--- src/b64se_pkg.sv ---
package b64se_pkg;

    // Depth of the group queue between the front and the back parts.
    localparam int QueueDepth = 2;

    // ASCII code of the padding character.
    localparam logic [7:0] PadChar = 8'h3D;

    // Number of padding characters that close a group.
    localparam logic [1:0] PadNone = 2'd0;
    localparam logic [1:0] PadOne  = 2'd1;
    localparam logic [1:0] PadTwo  = 2'd2;

    // Position of the last character within a group of four.
    localparam logic [1:0] LastSlot = 2'd3;

    // One queued group: up to three bytes, the padding count and the message end flag.
    typedef struct packed {
        logic [23:0] bytes;
        logic [1:0]  pad;
        logic        last;
    } group_t;

    // Maps a six-bit value onto the standard alphabet.
    function automatic logic [7:0] sextet_char(input logic [5:0] v);
        logic [7:0] code;
        begin
            code = 8'h2F;
            if (v < 6'd26) begin
                code = 8'(v) + 8'h41;
            end
            else if (v < 6'd52) begin
                code = 8'(v) + 8'h47;
            end
            else if (v < 6'd62) begin
                code = 8'(v) - 8'h04;
            end
            else if (v == 6'd62) begin
                code = 8'h2B;
            end
            return code;
        end
    endfunction

endpackage

--- src/b64se_front.sv ---
module b64se_front
(
    input  logic                  clk,
    input  logic                  rst_n,
    input  logic                  push,
    input  logic [7:0]            data_byte,
    input  logic                  last_byte,
    input  logic                  q_full,
    output logic                  full,
    output logic                  q_wr,
    output b64se_pkg::group_t     q_data
);

    logic [15:0] pend_reg;
    logic [15:0] pend_next;
    logic [1:0]  count_reg;
    logic [1:0]  count_next;
    logic        accept;

    // Bytes are taken whenever the queue can hold one more group.
    assign full   = q_full;
    assign accept = push && !q_full;

    // Classify the byte: store it, or close a group and hand it to the queue.
    always_comb
    begin
        pend_next      = pend_reg;
        count_next     = count_reg;
        q_wr           = 1'b0;
        q_data.bytes   = {pend_reg, data_byte};
        q_data.pad     = b64se_pkg::PadNone;
        q_data.last    = last_byte;
        if (count_reg[1]) begin
            q_data.bytes = {pend_reg, data_byte};
            q_data.pad   = b64se_pkg::PadNone;
        end
        else if (count_reg == 2'd0) begin
            q_data.bytes = {data_byte, 16'h0000};
            q_data.pad   = b64se_pkg::PadTwo;
        end
        else begin
            q_data.bytes = {pend_reg[15:8], data_byte, 8'h00};
            q_data.pad   = b64se_pkg::PadOne;
        end
        if (accept) begin
            if (count_reg[1] || last_byte) begin
                q_wr       = 1'b1;
                pend_next  = 16'h0000;
                count_next = 2'd0;
            end
            else if (count_reg == 2'd0) begin
                pend_next  = {data_byte, 8'h00};
                count_next = 2'd1;
            end
            else begin
                pend_next  = {pend_reg[15:8], data_byte};
                count_next = 2'd2;
            end
        end
    end

    // Pending bytes and their count.
    always_ff @(posedge clk or negedge rst_n)
    begin
        if (!rst_n) begin
            pend_reg  <= 16'h0000;
            count_reg <= 2'd0;
        end
        else begin
            pend_reg  <= pend_next;
            count_reg <= count_next;
        end
    end

endmodule

--- src/b64se_queue.sv ---
module b64se_queue
#(
    parameter int DEPTH = b64se_pkg::QueueDepth
)
(
    input  logic                  clk,
    input  logic                  rst_n,
    input  logic                  wr,
    input  b64se_pkg::group_t     wr_data,
    input  logic                  rd,
    output b64se_pkg::group_t     rd_data,
    output logic                  full,
    output logic                  empty
);

    localparam int PW = (DEPTH > 1) ? $clog2(DEPTH) : 1;
    localparam int CW = $clog2(DEPTH + 1);

    b64se_pkg::group_t mem [DEPTH];
    logic [PW-1:0] wr_ptr_reg;
    logic [PW-1:0] wr_ptr_next;
    logic [PW-1:0] rd_ptr_reg;
    logic [PW-1:0] rd_ptr_next;
    logic [CW-1:0] count_reg;
    logic [CW-1:0] count_next;

    assign full    = (count_reg == CW'(DEPTH));
    assign empty   = (count_reg == '0);
    assign rd_data = mem[rd_ptr_reg];

    // Pointer and fill count updates.
    always_comb
    begin
        wr_ptr_next = wr_ptr_reg;
        rd_ptr_next = rd_ptr_reg;
        count_next  = count_reg;
        if (wr) begin
            wr_ptr_next = (wr_ptr_reg == PW'(DEPTH - 1)) ? '0 : wr_ptr_reg + 1'b1;
        end
        if (rd) begin
            rd_ptr_next = (rd_ptr_reg == PW'(DEPTH - 1)) ? '0 : rd_ptr_reg + 1'b1;
        end
        if (wr && !rd) begin
            count_next = count_reg + 1'b1;
        end
        else if (rd && !wr) begin
            count_next = count_reg - 1'b1;
        end
    end

    // Storage of the queued groups.
    always_ff @(posedge clk)
    begin
        if (wr) begin
            mem[wr_ptr_reg] <= wr_data;
        end
    end

    // Control state.
    always_ff @(posedge clk or negedge rst_n)
    begin
        if (!rst_n) begin
            wr_ptr_reg <= '0;
            rd_ptr_reg <= '0;
            count_reg  <= '0;
        end
        else begin
            wr_ptr_reg <= wr_ptr_next;
            rd_ptr_reg <= rd_ptr_next;
            count_reg  <= count_next;
        end
    end

endmodule

--- src/b64se_back.sv ---
module b64se_back
(
    input  logic                  clk,
    input  logic                  rst_n,
    input  b64se_pkg::group_t     q_data,
    input  logic                  q_empty,
    output logic                  q_rd,
    input  logic                  pop,
    output logic                  empty,
    output logic [7:0]            out_char,
    output logic                  last_char
);

    b64se_pkg::group_t cur_reg;
    b64se_pkg::group_t cur_next;
    logic        cur_valid_reg;
    logic        cur_valid_next;
    logic [1:0]  slot_reg;
    logic [1:0]  slot_next;
    logic        out_valid_reg;
    logic        out_valid_next;
    logic [7:0]  out_char_reg;
    logic [7:0]  out_char_next;
    logic        last_char_reg;
    logic        last_char_next;
    logic        load_ok;
    logic        emit;
    logic        is_pad;
    logic [5:0]  sextet;

    assign empty     = !out_valid_reg;
    assign out_char  = out_char_reg;
    assign last_char = last_char_reg;

    // The output register takes a new item when it is free or being drained.
    assign load_ok = !out_valid_reg || pop;
    assign emit    = cur_valid_reg && load_ok;
    assign q_rd    = !q_empty && (!cur_valid_reg || (emit && slot_reg == b64se_pkg::LastSlot));

    // Select the six bits of the current slot and decide on padding.
    always_comb
    begin
        case (slot_reg)
            2'd0:    sextet = cur_reg.bytes[23:18];
            2'd1:    sextet = cur_reg.bytes[17:12];
            2'd2:    sextet = cur_reg.bytes[11:6];
            default: sextet = cur_reg.bytes[5:0];
        endcase
        is_pad = ((slot_reg == b64se_pkg::LastSlot) && (cur_reg.pad != b64se_pkg::PadNone))
              || ((slot_reg == 2'd2) && (cur_reg.pad == b64se_pkg::PadTwo));
    end

    // Next state of the character sequencer and the output register.
    always_comb
    begin
        cur_next       = cur_reg;
        cur_valid_next = cur_valid_reg;
        slot_next      = slot_reg;
        out_valid_next = out_valid_reg;
        out_char_next  = out_char_reg;
        last_char_next = last_char_reg;
        if (pop && out_valid_reg) begin
            out_valid_next = 1'b0;
        end
        if (emit) begin
            out_valid_next = 1'b1;
            out_char_next  = is_pad ? b64se_pkg::PadChar : b64se_pkg::sextet_char(sextet);
            last_char_next = cur_reg.last && (slot_reg == b64se_pkg::LastSlot);
            slot_next      = slot_reg + 1'b1;
            if (slot_reg == b64se_pkg::LastSlot) begin
                cur_valid_next = 1'b0;
            end
        end
        if (q_rd) begin
            cur_next       = q_data;
            cur_valid_next = 1'b1;
            slot_next      = 2'd0;
        end
    end

    // Payload registers.
    always_ff @(posedge clk)
    begin
        cur_reg       <= cur_next;
        out_char_reg  <= out_char_next;
        last_char_reg <= last_char_next;
    end

    // Control registers.
    always_ff @(posedge clk or negedge rst_n)
    begin
        if (!rst_n) begin
            cur_valid_reg <= 1'b0;
            slot_reg      <= 2'd0;
            out_valid_reg <= 1'b0;
        end
        else begin
            cur_valid_reg <= cur_valid_next;
            slot_reg      <= slot_next;
            out_valid_reg <= out_valid_next;
        end
    end

endmodule

--- src/base64_stream_encoder_unit.sv ---
// Base64 encoder for a byte stream (standard alphabet, '=' padding). One byte
// is pushed per item, with last_byte marking the end of the message; every
// third byte, and the final byte, closes a group of four output characters,
// delivered one per cycle on the result side while it pops them, with last_char
// on the final one. A byte is taken every cycle while the group queue
// (QUEUE_DEPTH entries, two by default) has room, so throughput is set by the
// one-character-per-cycle output register. A closed group passes from the queue
// through the current-group register to the output register.
module base64_stream_encoder_unit
#(
    parameter int QUEUE_DEPTH = b64se_pkg::QueueDepth
)
(
    input  logic       clk,
    input  logic       rst_n,
    input  logic       push,
    output logic       full,
    input  logic [7:0] data_byte,
    input  logic       last_byte,
    output logic       empty,
    input  logic       pop,
    output logic [7:0] out_char,
    output logic       last_char
);

    b64se_pkg::group_t q_wr_data;
    b64se_pkg::group_t q_rd_data;
    logic q_wr;
    logic q_rd;
    logic q_full;
    logic q_empty;

    // Front part: gathers bytes into groups.
    b64se_front u_front
    (
        .clk       (clk),
        .rst_n     (rst_n),
        .push      (push),
        .data_byte (data_byte),
        .last_byte (last_byte),
        .q_full    (q_full),
        .full      (full),
        .q_wr      (q_wr),
        .q_data    (q_wr_data)
    );

    // Queue of closed groups.
    b64se_queue #(
        .DEPTH (QUEUE_DEPTH)
    ) u_queue
    (
        .clk     (clk),
        .rst_n   (rst_n),
        .wr      (q_wr),
        .wr_data (q_wr_data),
        .rd      (q_rd),
        .rd_data (q_rd_data),
        .full    (q_full),
        .empty   (q_empty)
    );

    // Back part: turns each group into four characters.
    b64se_back u_back
    (
        .clk       (clk),
        .rst_n     (rst_n),
        .q_data    (q_rd_data),
        .q_empty   (q_empty),
        .q_rd      (q_rd),
        .pop       (pop),
        .empty     (empty),
        .out_char  (out_char),
        .last_char (last_char)
    );

    // The front never writes a group into a full queue.
    assert property (@(posedge clk) disable iff (!rst_n) !(q_wr && q_full))
        else $error("group written into a full queue");

    // The back never reads from an empty queue.
    assert property (@(posedge clk) disable iff (!rst_n) !(q_rd && q_empty))
        else $error("group read from an empty queue");

    // A padding character that does not end the message is followed by another one.
    assert property (@(posedge clk) disable iff (!rst_n)
        (!empty && pop && out_char == b64se_pkg::PadChar && !last_char)
        |=> (!empty && out_char == b64se_pkg::PadChar))
        else $error("padding run broken");

endmodule
--- config.mk ---
export PLATFORM = sky130hd
export DESIGN_NAME = base64_stream_encoder_unit
export DESIGN_NICKNAME = d
export VERILOG_FILES = /design/src/b64se_pkg.sv /design/src/b64se_front.sv /design/src/b64se_queue.sv /design/src/b64se_back.sv /design/src/base64_stream_encoder_unit.sv
export SDC_FILE = /design/constraint.sdc
export NUM_CORES = 1
export LEC_CHECK = 0
export BUFFER_PORTS_ARGS = -buffer_cell sky130_fd_sc_hd__buf_4
export CAP_MARGIN = 20
export CORE_MARGIN = 2
export CORE_UTILIZATION = 40
export CTS_CLUSTER_DIAMETER = 50
export DETAILED_ROUTE_END_ITERATION = 8
export PLACE_DENSITY = 0.59
export SYNTH_ARGS = -nofsm -noshare
export SYNTH_HDL_FRONTEND = slang
export SYNTH_SLANG_ARGS = --single-unit
--- constraint.sdc ---
create_clock -name clk -period 3.13 [get_ports clk]
set_input_delay 0 -clock clk [delete_from_list [all_inputs] [get_ports clk]]
set_output_delay 0 -clock clk [all_outputs]
set_load 0.005 [all_outputs]
## Word-level counts from Yosys, hierarchy flattened

Memory sizes are Yosys's and may differ from the RTL's. A register that Yosys moved wholly into a read port is not among the register bits.
Index checks and enable logic that the tools add are counted.

| word-level totals | value |
|---|---|
| register bits after elaboration | 35 |
| latch bits | 0 |
| RAM bits | 54 |
| memory bits (read-only) | 0 |
| output and inout port bits | 11 |
| word-level logic and storage cells | 86 |
| memories | 1 |

Memories:

| name | depth | bits a word | rd ports | clocked after memory_dff | write ports | line | source |
|---|---|---|---|---|---|---|---|
| u_queue.mem | 2 | 27 | 1 | 1 | 1 | b64se_queue.sv:19 | `b64se_pkg::group_t mem [DEPTH];` |

| operators by class | value |
|---|---|
| add/sub/neg operators | 8 |
| multiply operators | 0 |
| divide/modulo/power cells | 0 |
| magnitude comparators | 3 |
| equal/unequal tests | 6 |
| shifts and indexed selects | 0 |
| mux-type cells | 26 |
| bitwise operators | 0 |
| reduce and logical (&&, ||, !) cells | 31 |

Operators by type and width:

| kind | number |
|---|---|
| 26-bit two-way mux | 2 |
| 16-bit two-way mux | 2 |
| 8-bit two-way mux | 3 |
| 6-bit case mux with 3 select lines | 1 |
| 6-bit by 7-bit adder with 8-bit output (second input constant) | 2 |
| 6-bit < comparator (second input constant) | 2 |
| 2-bit two-way mux | 6 |
| 2-bit nonzero test | 6 |
| 1-bit two-way mux | 11 |
| 1-bit logical AND | 10 |
| 2-bit equality test (second input constant) | 4 |
| 6-bit by 3-bit subtractor with 7-bit output (second input constant) | 1 |
| 6-bit equality test (second input constant) | 1 |
| 1-bit logical NOT | 6 |
| 2-bit logical NOT | 3 |
| 6-bit by 5-bit < comparator with 1-bit output (second input constant) | 1 |
| 2-bit by 1-bit adder with 2-bit output (second input constant) | 2 |
| 1-bit logical OR | 4 |
| 2-bit AND reduction | 2 |
| 3-bit two-way mux | 1 |
| 1-bit adder (second input constant) | 2 |
| 2-bit by 1-bit equality test with 1-bit output (second input constant) | 1 |
| 2-bit by 1-bit subtractor with 2-bit output (second input constant) | 1 |

## Longest topological paths before layout

Gate-level depths: netlist (run 1).

| depth | value |
|---|---|
| depth in word-level cells | 9 |
| gate-level depth with buffers | 10 |
| gate-level depth less buffers | 10 |

## By module

Synthesis (run 1) repeated with hierarchy kept, for this count alone.

| unflattened totals | value |
|---|---|
| cells, all modules | 345 |
| area, all modules | 5138.7 um^2 |

Modules (own cells, without submodules):

| module | instances | cells an instance | area an instance (um^2) |
|---|---|---|---|
| b64se_queue | 1 | 100 | 2234.6 |
| b64se_back | 1 | 129 | 1861.8 |
| b64se_front | 1 | 116 | 1042.2 |

## Worst setup path before layout (run 1)

OpenSTA, ideal clock, no wires.

| timing | value |
|---|---|
| path type | reg2reg |
| start point | register u_queue.count_reg[0] |
| end point | memory u_queue.mem[0][0] in the netlist's numbering (enable) |
| library setup time | 0.445 ns |
| arrival time | 2.826 ns |
| path slack | -0.140 ns |
| stages on the path, launching flop included | 5 |
| path buffers | 1 |
| clock period less this slack | 3.270 ns |
| cell sequence | dfrtp_1 > nand2b_1 > nand2_1 > clkbuf_1 > nor3_1 |

| between the ends | value |
|---|---|
| word-level cells in the longest chain between the ends | 6 |

Ends and longest elaborated chain:

| element | line | source |
|---|---|---|
| start, declared | b64se_queue.sv:24 | `logic [CW-1:0] count_reg;` |
| start signal, assigned | b64se_queue.sv:70 | `count_reg <= count_next;` |
| 2-bit equality test | b64se_queue.sv:27 | `assign full = (count_reg == CW'(DEPTH));` |
| 1-bit logical NOT | b64se_front.sv:22 | `assign accept = push && !q_full;` |
| 1-bit logical AND | b64se_front.sv:22 |  |
| 1-bit two-way mux | b64se_front.sv:45 | `if (accept) begin` |
| 1-bit two-way mux | b64se_queue.sv:54 | `if (wr) begin` |
| 1-bit two-way mux (not written as such) | b64se_queue.sv:55 | `mem[wr_ptr_reg] <= wr_data;` |
| end, declared | b64se_queue.sv:19 |  |

No other way between the ends.

## Worst setup path after layout (run 1)

| timing | value |
|---|---|
| start point | register u_back.slot_reg[0] |
| end point | register u_back.out_char_reg[1], in the netlist u_back.out_char[1] (data pin) |

| between the ends | value |
|---|---|
| word-level cells in the longest chain between the ends | 6 |
| elaborated cells between the ends (all ways) | 17 |

Ends and longest elaborated chain:

| element | line | source |
|---|---|---|
| start, declared | b64se_back.sv:18 | `logic [1:0] slot_reg;` |
| start signal, assigned | b64se_back.sv:99 | `slot_reg <= slot_next;` |
| 2-bit equality test, or another cell as far along | b64se_back.sv:43, b64se_back.sv:50 |  |
| 6-bit case mux with 3 select lines | b64se_back.sv:43 | `case (slot_reg)` |
| 6-bit by 3-bit subtractor with 7-bit output or 6-bit < comparator (tied branches) | b64se_pkg.sv:36, b64se_pkg.sv:35 |  |
| 8-bit two-way mux | b64se_pkg.sv:35 | `else if (v < 6'd62) begin` |
| 8-bit two-way mux | b64se_pkg.sv:32 | `else if (v < 6'd52) begin` |
| 8-bit two-way mux | b64se_pkg.sv:29 | `if (v < 6'd26) begin` |
| end signal, assigned | b64se_back.sv:85 | `out_char_reg <= out_char_next;` |
| end, declared | b64se_back.sv:22 | `logic [7:0] out_char_reg;` |

Parallel ways exist; a longest one is shown, timed or not.
A chain may end at the register's enable or synchronous reset.

==> results_dict.tcl, run 1 <==
set metrics [dict create \
    status "completed" \
    design.portCount 24 \
    finalCritPeriodShare_pct 79.4 \
    worstReg2RegEnd "u_back.out_char[1]" \
    final_number_of_setup_violating_endpoints 0 \
    num_antenna_cells 0 \
    wire_per_inst_um 16.8 \
    design.final.nets 389 \
    clkLatencyLatePin_ns 0.40 \
    htree_levels 4 \
    flop_and_latch_count_out_of_synthesis 116 \
    final-seq-area_sq_um 3350 \
    setup_repair_after_global_routing_missed_its_margin "no" \
    cts-root-buf "clkbuf_16" \
    grt_util_all_layers_pct 15.1 \
    synth_cell_type_count 39 \
    area.growth.synth_to_final_pct 22.1 \
    grt_antenna_before_repair 0 \
    slew_viol_final 0 \
    cts_made_buffers 17 \
    reg2regPathDepth 6 \
    place_hpwl_um 5620 \
    start_util_pct 40.8 \
    cts.repair_timing.setup_buffer_count 0 \
    largest_net_degree_at_the_start_of_global_routing 31 \
    finalHoldViolations 0 \
    maxSlewHeadroom_pct 49.2 \
    post_synth.cell_area_avg_sq_um 15.4 \
    start_kind "flop" \
    std_cell_rows 40 \
    worst_clock_skew_ns 0.00545 \
    synth_cells 316 \
    drt.antenna.violating_nets 0 \
    post_route_cells_drive_above_1_share_pct 28.1 \
    tightest_slew_ns 0.761 \
    tritoncts_num_sinks 116 \
    vias_in_the_first_global_route 2799 \
    seq_area_frac_synth_pct 68.8 \
    gr-total-overflow 0 \
    arrival_ns 2.63 \
    post-route-drc-count 0 \
    setup.worst_path.end_class "flop" \
    power.density_cell_area_nw_per_um2 1070 \
    multi_input_comb_area_sq_um 1450 \
    tritoncts_clock_tree "yes" \
    hold_class "in2async" \
    max_cap_viol_count 0 \
    first_pass_grt_wire_length_um 14500 \
    weighted_congestion_reported_at_the_end_of_routability_driven_placement 0.841 \
    layout.filler_cells 993 \
    place_area_sq_um 5260 \
    critical_path.endpoint "u_back.out_char[1]" \
    cts_hold_repair.buffers 12 \
    p_leak_nw 2.29 \
    design_area_sq_um 5960 \
    drt-vias-per-instance 5.20 \
    largest_register_ffs 54 \
    vias_after_detailed_routing 2744 \
    fmaxAchievable_ghz 0.402 \
    power.ir.vdd_worst_v 0.000450 \
    path_class "reg2reg" \
    timing.rr.start "u_back.slot_reg[0]" \
    core_area_sq_um 12000 \
    die_w_um 114 \
    ctsResizeCount 0 \
    drt-initial-drc-count 219 \
    die_area_sq_um 13100 \
    ff2ff_setup_slack_ns 0.64 \
    critical_path.startpoint "u_back.slot_reg[0]" \
    period_needed_ns 2.49 \
    synthesis.yosys.warnings 0 \
    finalSetupTns_ns 0 \
    syn_area_sq_um 4880 \
    crit_fanout 15 \
    synth-edff-count 90 \
    syn_nets 337 \
    clock_pin_slew_of_the_registers_on_the_worst_case_setup_and_hold_paths_ns 0.05 \
    drtPass1Iterations 7 \
    synthArstFlopShare_pct 22.4 \
    die_h_um 114 \
    cp.required_ns 3.27 \
    yosys_most_used_dff "edfxtp_1" \
    max-clock-path-buffers 2 \
    placement.io_buffers 23 \
    finalWirelength_um 8850 \
]
-- cells by family after synthesis --
group	count (synthesis)	share of synthesized area [%]
flops	116	68.8
mux	46	10.6
fa+ha+maj	8	2.05
compound gates	60	9.70
xor+xnor	6	1.08
buf+inv	23	1.87
simple gates	56	5.85
other cells	1	0.0769
-- layer usage --
| layer | up-vias | GRT usage (%) | share of wire [%] |
|---|---|---|---|
| met1 | 1357 | 18.9 | 46 |
| li1 | 1312 | - | - |
| met5 | - | 0 | 0 |
| met3 | 11 | 4.13 | 3.3 |
| met2 | 64 | 23.9 | 49 |
| met4 | 0 | 8.46 | 1.4 |
-- power by group --
group          internal, mW  total (mW)  switching [mW]
logic                 0.907        2.05            1.15
clock network          1.24        1.87           0.636
registers              2.27        2.44           0.175
-- synthesized netlist by cell type, types with 2 or more instances --
library cell	count	area, sq um
xnor2_1	2	17.5
ha_1	8	100
o22ai_1	3	18.8
mux2i_1	4	40.0
nand2_1	13	48.8
xor2_1	4	35.0
mux2i_2	2	27.5
nand2b_1	5	31.3
o21ai_0	2	10.0
dfrtp_1	26	651
nor2_1	15	56.3
nand3_1	4	20.0
and2_1	10	62.6
clkbuf_1	7	26.3
mux2_2	40	450
o211ai_1	3	22.5
a21oi_1	13	65.1
a22o_1	24	210
o21ai_1	2	10.0
edfxtp_1	90	2700
nor2b_1	3	18.8
inv_1	14	52.6
a222oi_1	6	60.1
-- placed cells by master (no fill, tap or decap), drive strengths merged, types with 2 or more instances in the layout --
cell type    instances
nand3                4
dfrtp               26
mux2                40
o21ai                5
ha                   8
o22ai                3
nor2b                4
clkinv               9
bufinv               3
a21oi               13
nand2               13
clkbuf              20
inv                 14
o211ai               3
xnor2                2
or2                  2
mux2i                6
edfxtp              90
and2                10
nor2                15
dlygate4sd3         12
nand2b               5
xor2                 4
a222oi               6
a22o                24
buf                 30
-- area by class of cell --
type	instances	area share [%]
timing repair buffer	42	5.80
clock inverter	12	2.31
inverter	14	0.882
tap	147	3.09
clock buffer	20	7.33
multi-input combinational	177	24.3
sequential	116	56.3
-- how the worst min path moves through the flow --
stage | startpoint | endpoint | slack, ns | cells past startpoint
CTS | rst_n | u_front.pend_reg[2] | 0.04 | 2
detailed placement | rst_n | u_front.pend_reg[14] | -0.05 | 1
global route | rst_n | u_front.pend_reg[14] | 0.07 | 2
finish | rst_n | u_front.pend_reg[14] | 0.04 | 2
floorplan | rst_n | u_back.cur_valid_reg | -0.30 | 0
global placement | rst_n | u_front.pend_reg[14] | -0.06 | 1
-- worst max-delay path, cell delays in order, from the launching register on --
cell     delay, ns
dfrtp_1       0.39
ha_1          0.59
mux2_2        0.54
nor2b_2       0.22
o21ai_4       0.20
mux2i_1       0.20
a21oi_1       0.08
-- stage by stage --
| step | power (mW) | util, % | setup slack, ns | hold WS, ns | instances |
|---|---|---|---|---|---|
| 2_1_floorplan | 3.95 | - | 0.575 | -0.296 | 316 |
| 3_3_place_gp | 4.46 | 44.0 | 0.750 | -0.0582 | 484 |
| 3_5_place_dp | 4.51 | 44.0 | 0.627 | -0.0506 | 484 |
| 4_1_cts | 6.43 | 49.8 | 0.619 | 0.0445 | 528 |
| 5_1_grt | 6.76 | 49.8 | 0.426 | 0.0703 | 528 |
| 6_report | 6.37 | 49.8 | 0.645 | 0.0442 | 528 |
(Power assumes the default switching activity.)
==> run 2: changes to the inputs <==
ABC_AREA = 1   (was not set)
clock period = 2 ns   (was 3.13 ns; I/O delays follow)
==> results_dict.tcl, run 2 <==
set metrics [dict create \
    ys_top_cells_by_count "nand2_1 (158), edfxtp_1 (90), inv_1 (53)" \
    finalCritPeriodShare_pct 99.7 \
    hold_class "in2async" \
    cp.required_ns 2.16 \
    drt-vias-per-instance 4.72 \
    most_numerous_cell_in_the_yosys_netlist "nand2_1" \
    timing.critical_path.max_delay_family "simple AND/OR/NAND/NOR gates" \
    wire_per_inst_um 14.4 \
    cts-root-buf "clkbuf_16" \
    simple_gate_area_share_of_the_yosys_netlist_pct 16.8 \
    die_area_sq_um 13300 \
    leading_cell_type_in_the_layout_fill_and_taps_excluded "nand2_1" \
    core_area_sq_um 12100 \
    syn_area_sq_um 4940 \
    final.setup.worst_slack_ns 0.00531 \
    design.final.nets 552 \
    first_pass_grt_wire_length_um 16800 \
    tritoncts_clock_tree "yes" \
    yosysTopAreaCell "edfxtp_1" \
    synth_top_area_share_pct 54.7 \
    slowest_stage "dfrtp_2" \
    status "completed" \
    tritoncts_num_sinks 116 \
    max_cap_viol_count 0 \
    synth_cell_type_count 34 \
    yosys_most_used_dff "edfxtp_1" \
    finalWirelength_um 10300 \
    syn_nets 478 \
    slew_viol_final 0 \
    grt.met3_usage_pct 4.80 \
    drt-initial-drc-count 229 \
    dpl.cell_count 666 \
    critPathMostFrequentCell "nand2_1" \
    post_synth.cell_area_avg_sq_um 10.8 \
    post_route_cells_drive_above_1_share_pct 25.2 \
    place_hpwl_um 6660 \
    area.growth.synth_to_final_pct 31.4 \
    clkLatencyLatePin_ns 0.41 \
    crit_fanout 5 \
    pre_cts_setup_slack_ns -0.0732 \
    design_area_sq_um 6500 \
    final_number_of_setup_violating_endpoints 0 \
    finish.cell_count_without_fillers 712 \
    start_kind "flop" \
    largest_register_ffs 54 \
    htree_levels 4 \
    synthXorXnorAreaFrac_pct 0.886 \
    grt_util_all_layers_pct 16.6 \
    weighted_congestion_reported_at_the_end_of_routability_driven_placement 0.835 \
    drtPass1Iterations 4 \
    synthArstFlopShare_pct 22.4 \
    clock_pin_slew_of_the_registers_on_the_worst_case_setup_and_hold_paths_ns 0.05 \
    crit_path_max_incr_delay_ns 0.46 \
    arrival_ns 2.15 \
    path_class "reg2reg" \
    commonest_non_fill_non_tap_cells_in_the_layout "nand2_1 (149), edfxtp_1 (90), inv_1 (49)" \
    synth-compound-area-share_pct 7.26 \
    crit_buf_inv 2 \
    power.ir.vdd_worst_v 0.000819 \
    vias_in_the_first_global_route 3358 \
    adder_cell_share_of_the_synthesized_area_pct 2.02 \
    fmaxAchievable_ghz 0.501 \
    maxSlewHeadroom_pct 66.0 \
    placement.io_buffers 23 \
    drt.antenna.violating_nets 0 \
    synth.area.mux_share_pct 0 \
    synth.top_cells.by_area "edfxtp_1 (55%), dfrtp_1 (13%), nand2_1 (12%)" \
    setup.worst_path.end_class "flop" \
    place_area_sq_um 5530 \
    finalHoldViolations 0 \
    grt_antenna_before_repair 0 \
    cts_made_buffers 17 \
    gr-total-overflow 0 \
    setup_repair_after_global_routing_missed_its_margin "yes" \
    period_needed_ns 1.99 \
    seq_area_frac_synth_pct 67.8 \
    tightest_slew_ns 0.510 \
    std_cell_rows 40 \
    flop_and_latch_count_out_of_synthesis 116 \
    synth-edff-count 90 \
    synthesis.yosys.warnings 0 \
    synth_cells 457 \
    groute.layer.met1.usage_pct 20.8 \
    p_leak_nw 2.80 \
    post-route-drc-count 0 \
    start_util_pct 41.0 \
    gr-usage-met2_pct 27.1 \
    vias_after_detailed_routing 3363 \
    power.density_cell_area_nw_per_um2 1820 \
    synth_top_family_by_area "simple AND/OR/NAND/NOR gates" \
    max-clock-path-buffers 2 \
    num_antenna_cells 0 \
    gr-max-usage-layer "met2" \
    largest_net_degree_at_the_start_of_global_routing 29 \
    crit_chain "inv_4 -> ha_4 -> nand2_1 -> nand2_2 -> o21bai_1 -> buf_4 -> ha_4 -> nand2_2 -> nand2_1 -> nand2_1 -> nand3_1 -> nand2_1 -> nand2_1 -> nand2_1" \
    design.portCount 24 \
    worst_clock_skew_ns 0.00859 \
    die_h_um 115 \
    die_w_um 115 \
]
[run 2: per-layer routing]
| layer | up-vias | routed length [um] |
|---|---|---|
| met4 | 0 | 197 |
| met2 | 72 | 5270 |
| met3 | 16 | 354 |
| met5 | - | 0 |
| met1 | 1612 | 4430 |
| li1 | 1663 | - |
[run 2: timing repair]
item / 4_1_cts / 5_1_grt
resized for setup: 10 / 40
cloned: 1 / 0
pin swaps: 1 / 20
setup endpoints to repair: 6 / 31
endpoints found under the hold margin: 73 / 0
setup buffers: 0 / 2
hold buffers: 11 / 0
[run 2: power breakdown]
part	total, mW	internal, mW	switching, mW
Combinational	4.66	1.88	2.78
Clock	3.14	2.08	1.06
Sequential	4.03	3.72	0.317
[run 2: stage by stage]
step / hold WS (ns) / TNS, ns / utilization, % / power, mW
after floorplan: -0.296 / -22.12 / - / 6.55
after global placement: -0.0636 / 0 / 45.9 / 7.94
after detailed placement: -0.0601 / -0.166 / 45.9 / 8.07
after CTS: 0.0438 / -0.00602 / 52.4 / 11.4
after global routing: 0.0725 / -0.173 / 53.9 / 12.6
final: 0.0395 / 0 / 53.9 / 11.8
[run 2: worst paths after layout]
| path | from | endpoint | slack (ns) | cells after the start |
|---|---|---|---|---|
| max | u_back.slot_reg[1] | u_back.out_char[4] | 0.005 | 14 |
| min | rst_n | u_queue.count_reg[0] | 0.04 | 2 |
| max reg2reg | u_back.slot_reg[1] | u_back.out_char[4] | 0.005 | 14 |
| min reg2reg | u_queue.mem[0][17] | u_back.cur_reg[17] | 0.51 | 2 |
| max in group asynchronous | rst_n | u_back.slot_reg[0] | 1.67 | 2 |
| min in group clk | push | u_queue.wr_ptr_reg | 0.14 | 4 |
[run 2: logic make-up after synthesis]
| logic type | count (synthesis) |
|---|---|
| AOI/OAI and AO/OA | 56 |
| adders and majority gates | 8 |
| buffers and inverters | 65 |
| other | 1 |
| and+or+nand+nor | 206 |
| xor gates and xnor gates | 5 |
| DFF | 116 |
[run 2: cell type report]
type | count | area, sq um
clock inverters | 7 | 77.6
clock buffers | 25 | 561
inverters | 56 | 226
repair buffers | 63 | 546
fillers | 1012 | 5570
well taps | 168 | 210
multi-input cells | 277 | 1520
flip-flops and latches | 116 | 3360
==> run 3: changes to the inputs <==
CORE_UTILIZATION = 30   (was 40)
PLACE_DENSITY = 0.47   (was 0.59)
SYNTH_HIERARCHICAL = 1   (was not set)
==> results_dict.tcl, run 3 <==
set metrics [dict create \
    status "finished with violations" \
    violations "negative setup slack" \
    first_pass_grt_wire_length_um 16500 \
    dpl.cell_count 703 \
    leading_cell_type_in_the_layout_fill_and_taps_excluded "nand2_1" \
    most_numerous_cell_in_the_yosys_netlist "nand2_1" \
    pre_cts_setup_slack_ns -0.0721 \
    start_util_pct 30.8 \
    design_area_sq_um 6890 \
    max-clock-path-buffers 2 \
    tritoncts_clock_tree "yes" \
    clock_pin_slew_of_the_registers_on_the_worst_case_setup_and_hold_paths_ns 0.06 \
    finalCritPeriodShare_pct 101 \
    synthArstFlopShare_pct 22.4 \
    fin_util_pct 39.6 \
    weighted_congestion_reported_at_the_end_of_routability_driven_placement 0.802 \
    design.final.nets 534 \
    synthXorXnorAreaFrac_pct 0.652 \
    vias_after_detailed_routing 3276 \
    seq_area_frac_synth_pct 62.4 \
    drt.antenna.violating_nets 0 \
    synth.area.mux_share_pct 6.99 \
    power.ir.vdd_worst_v 0.000800 \
    place_area_sq_um 5930 \
    drtPass1Iterations 4 \
    largest_register_ffs 54 \
    setup_repair_after_global_routing_missed_its_margin "yes" \
    setup.worst_path.end_class "flop" \
    area.growth.synth_to_final_pct 28.3 \
    layout.filler_cells 1689 \
    arrival_ns 2.18 \
    syn_nets 466 \
    synth_cells 446 \
    finalPower_mw 12.2 \
    tritoncts_num_sinks 116 \
    ff2ff_setup_slack_ns -0.01 \
    cts-root-buf "clkbuf_16" \
    adder_cell_share_of_the_synthesized_area_pct 1.63 \
    std_cell_rows 48 \
    p_leak_nw 2.88 \
    gr-total-overflow 0 \
    synthesis.yosys.warnings 6 \
    period_needed_ns 2.01 \
    max_cap_viol_count 0 \
    cts_made_buffers 17 \
    core_area_sq_um 17400 \
    die_area_sq_um 19000 \
    power.density_cell_area_nw_per_um2 1770 \
    post_synth.cell_area_avg_sq_um 12.0 \
    placement.io_buffers 23 \
    yosysTopAreaCell "edfxtp_1" \
    yosys_most_used_dff "edfxtp_1" \
    worst_clock_skew_ns 0.00909 \
    num_antenna_cells 0 \
    path_class "reg2reg" \
    grt_antenna_before_repair 0 \
    simple_gate_area_share_of_the_yosys_netlist_pct 17.4 \
    ys_top_cells_by_count "nand2_1 (106), edfxtp_1 (90), inv_1 (40)" \
    htree_levels 4 \
    flop_and_latch_count_out_of_synthesis 116 \
    final.setup.worst_slack_ns -0.0138 \
    cp.required_ns 2.17 \
    clkLatencyLatePin_ns 0.42 \
    syn_area_sq_um 5370 \
    synth-compound-area-share_pct 4.94 \
    place_hpwl_um 7050 \
    vias_in_the_first_global_route 3321 \
    crit_fanout 6 \
    synth_top_area_share_pct 50.3 \
    finish.cell_count_without_fillers 752 \
    largest_net_degree_at_the_start_of_global_routing 31 \
    start_kind "flop" \
    drt-initial-drc-count 141 \
    finalWirelength_um 10400 \
    synth.top_cells.by_area "edfxtp_1 (50%), dfrtp_1 (12%), nand2_1 (7.4%)" \
    fmaxAchievable_ghz 0.497 \
    synth-edff-count 90 \
    die_w_um 138 \
    post-route-drc-count 0 \
    synth_top_family_by_area "simple AND/OR/NAND/NOR gates" \
    finalHoldViolations 0 \
    slew_viol_final 0 \
    whs_ns 0.0417 \
    final_number_of_setup_violating_endpoints 1 \
    grt_util_all_layers_pct 11.9 \
    drt-vias-per-instance 4.36 \
    die_h_um 138 \
    commonest_non_fill_non_tap_cells_in_the_layout "nand2_1 (95), edfxtp_1 (90), buf_4 (41)" \
    finalSetupTns_ns -0.0138 \
    design.portCount 24 \
    hold_class "in2async" \
    synth_cell_type_count 35 \
    wire_per_inst_um 13.8 \
    post_route_cells_drive_above_1_share_pct 34.5 \
]
run 3: metal layers:
layer | wire, um | up-vias | GRT usage [%]
met4 | 270 | 0 | 5.27
met5 | 0 | - | 0
met2 | 5100 | 62 | 19.4
li1 | - | 1648 | -
met3 | 428 | 24 | 4.42
met1 | 4610 | 1542 | 14.2
run 3: path summary, 6_finish.rpt:
kind / start / to / cells after the start
max in group asynchronous: rst_n / u_back/slot_reg[0] / 2
min in group clk: push / u_queue/wr_ptr_reg / 6
hold reg to reg: u_front/pend_reg[10] / u_front/pend_reg[10] / 2
setup reg to reg: u_back/slot_reg[0] / u_back/out_char[3] / 12
setup / recovery: u_back/slot_reg[0] / u_back/out_char[3] / 12
hold / removal: rst_n / u_front/count_reg[1] / 2
run 3: layout make-up:
| cell class | instances | area [sq um] | area share (%) |
|---|---|---|---|
| Inverter | 45 | 188 | 2.72 |
| Timing Repair Buffer | 62 | 574 | 8.33 |
| Multi-Input combinational cell | 272 | 1880 | 27.3 |
| Clock buffer | 17 | 425 | 6.17 |
| Tap cell | 225 | 282 | 4.08 |
| Clock inverter | 15 | 185 | 2.69 |
| Sequential cell | 116 | 3360 | 48.7 |
run 3: power by group:
part / leakage [nW] / internal (mW) / total [mW] / switching (mW)
sequential: 1.17 / 3.67 / 4.02 / 0.345
clock: 0.291 / 2.06 / 3.13 / 1.07
combinational: 1.42 / 2.20 / 5.05 / 2.85
run 3: worst max-delay path, cell delays in order (launching register included):
cell and delay (ns):
dfrtp_2 0.46, buf_6 0.14, ha_4 0.17, nand2_2 0.06
nand2_2 0.06, buf_6 0.12, o21ai_4 0.22, buf_4 0.16
nand4_1 0.09, nand2_1 0.10, nor2_1 0.04, nor2_1 0.09
nor2_1 0.04
run 3: repair_timing:
action,CTS,global route
endpoints found under the hold margin,70,0
buffers inserted,0,6
gates resized for setup,7,45
pin swaps,1,22
hold buffers,11,0
endpoints found under the setup margin,3,6
run 3: cell families after synthesis:
family / count (synthesis)
simple gates: 199
flops: 116
buf+inv: 58
compound gates: 34
mux: 27
fa+ha+maj: 7
xor+xnor: 4
other cells: 1
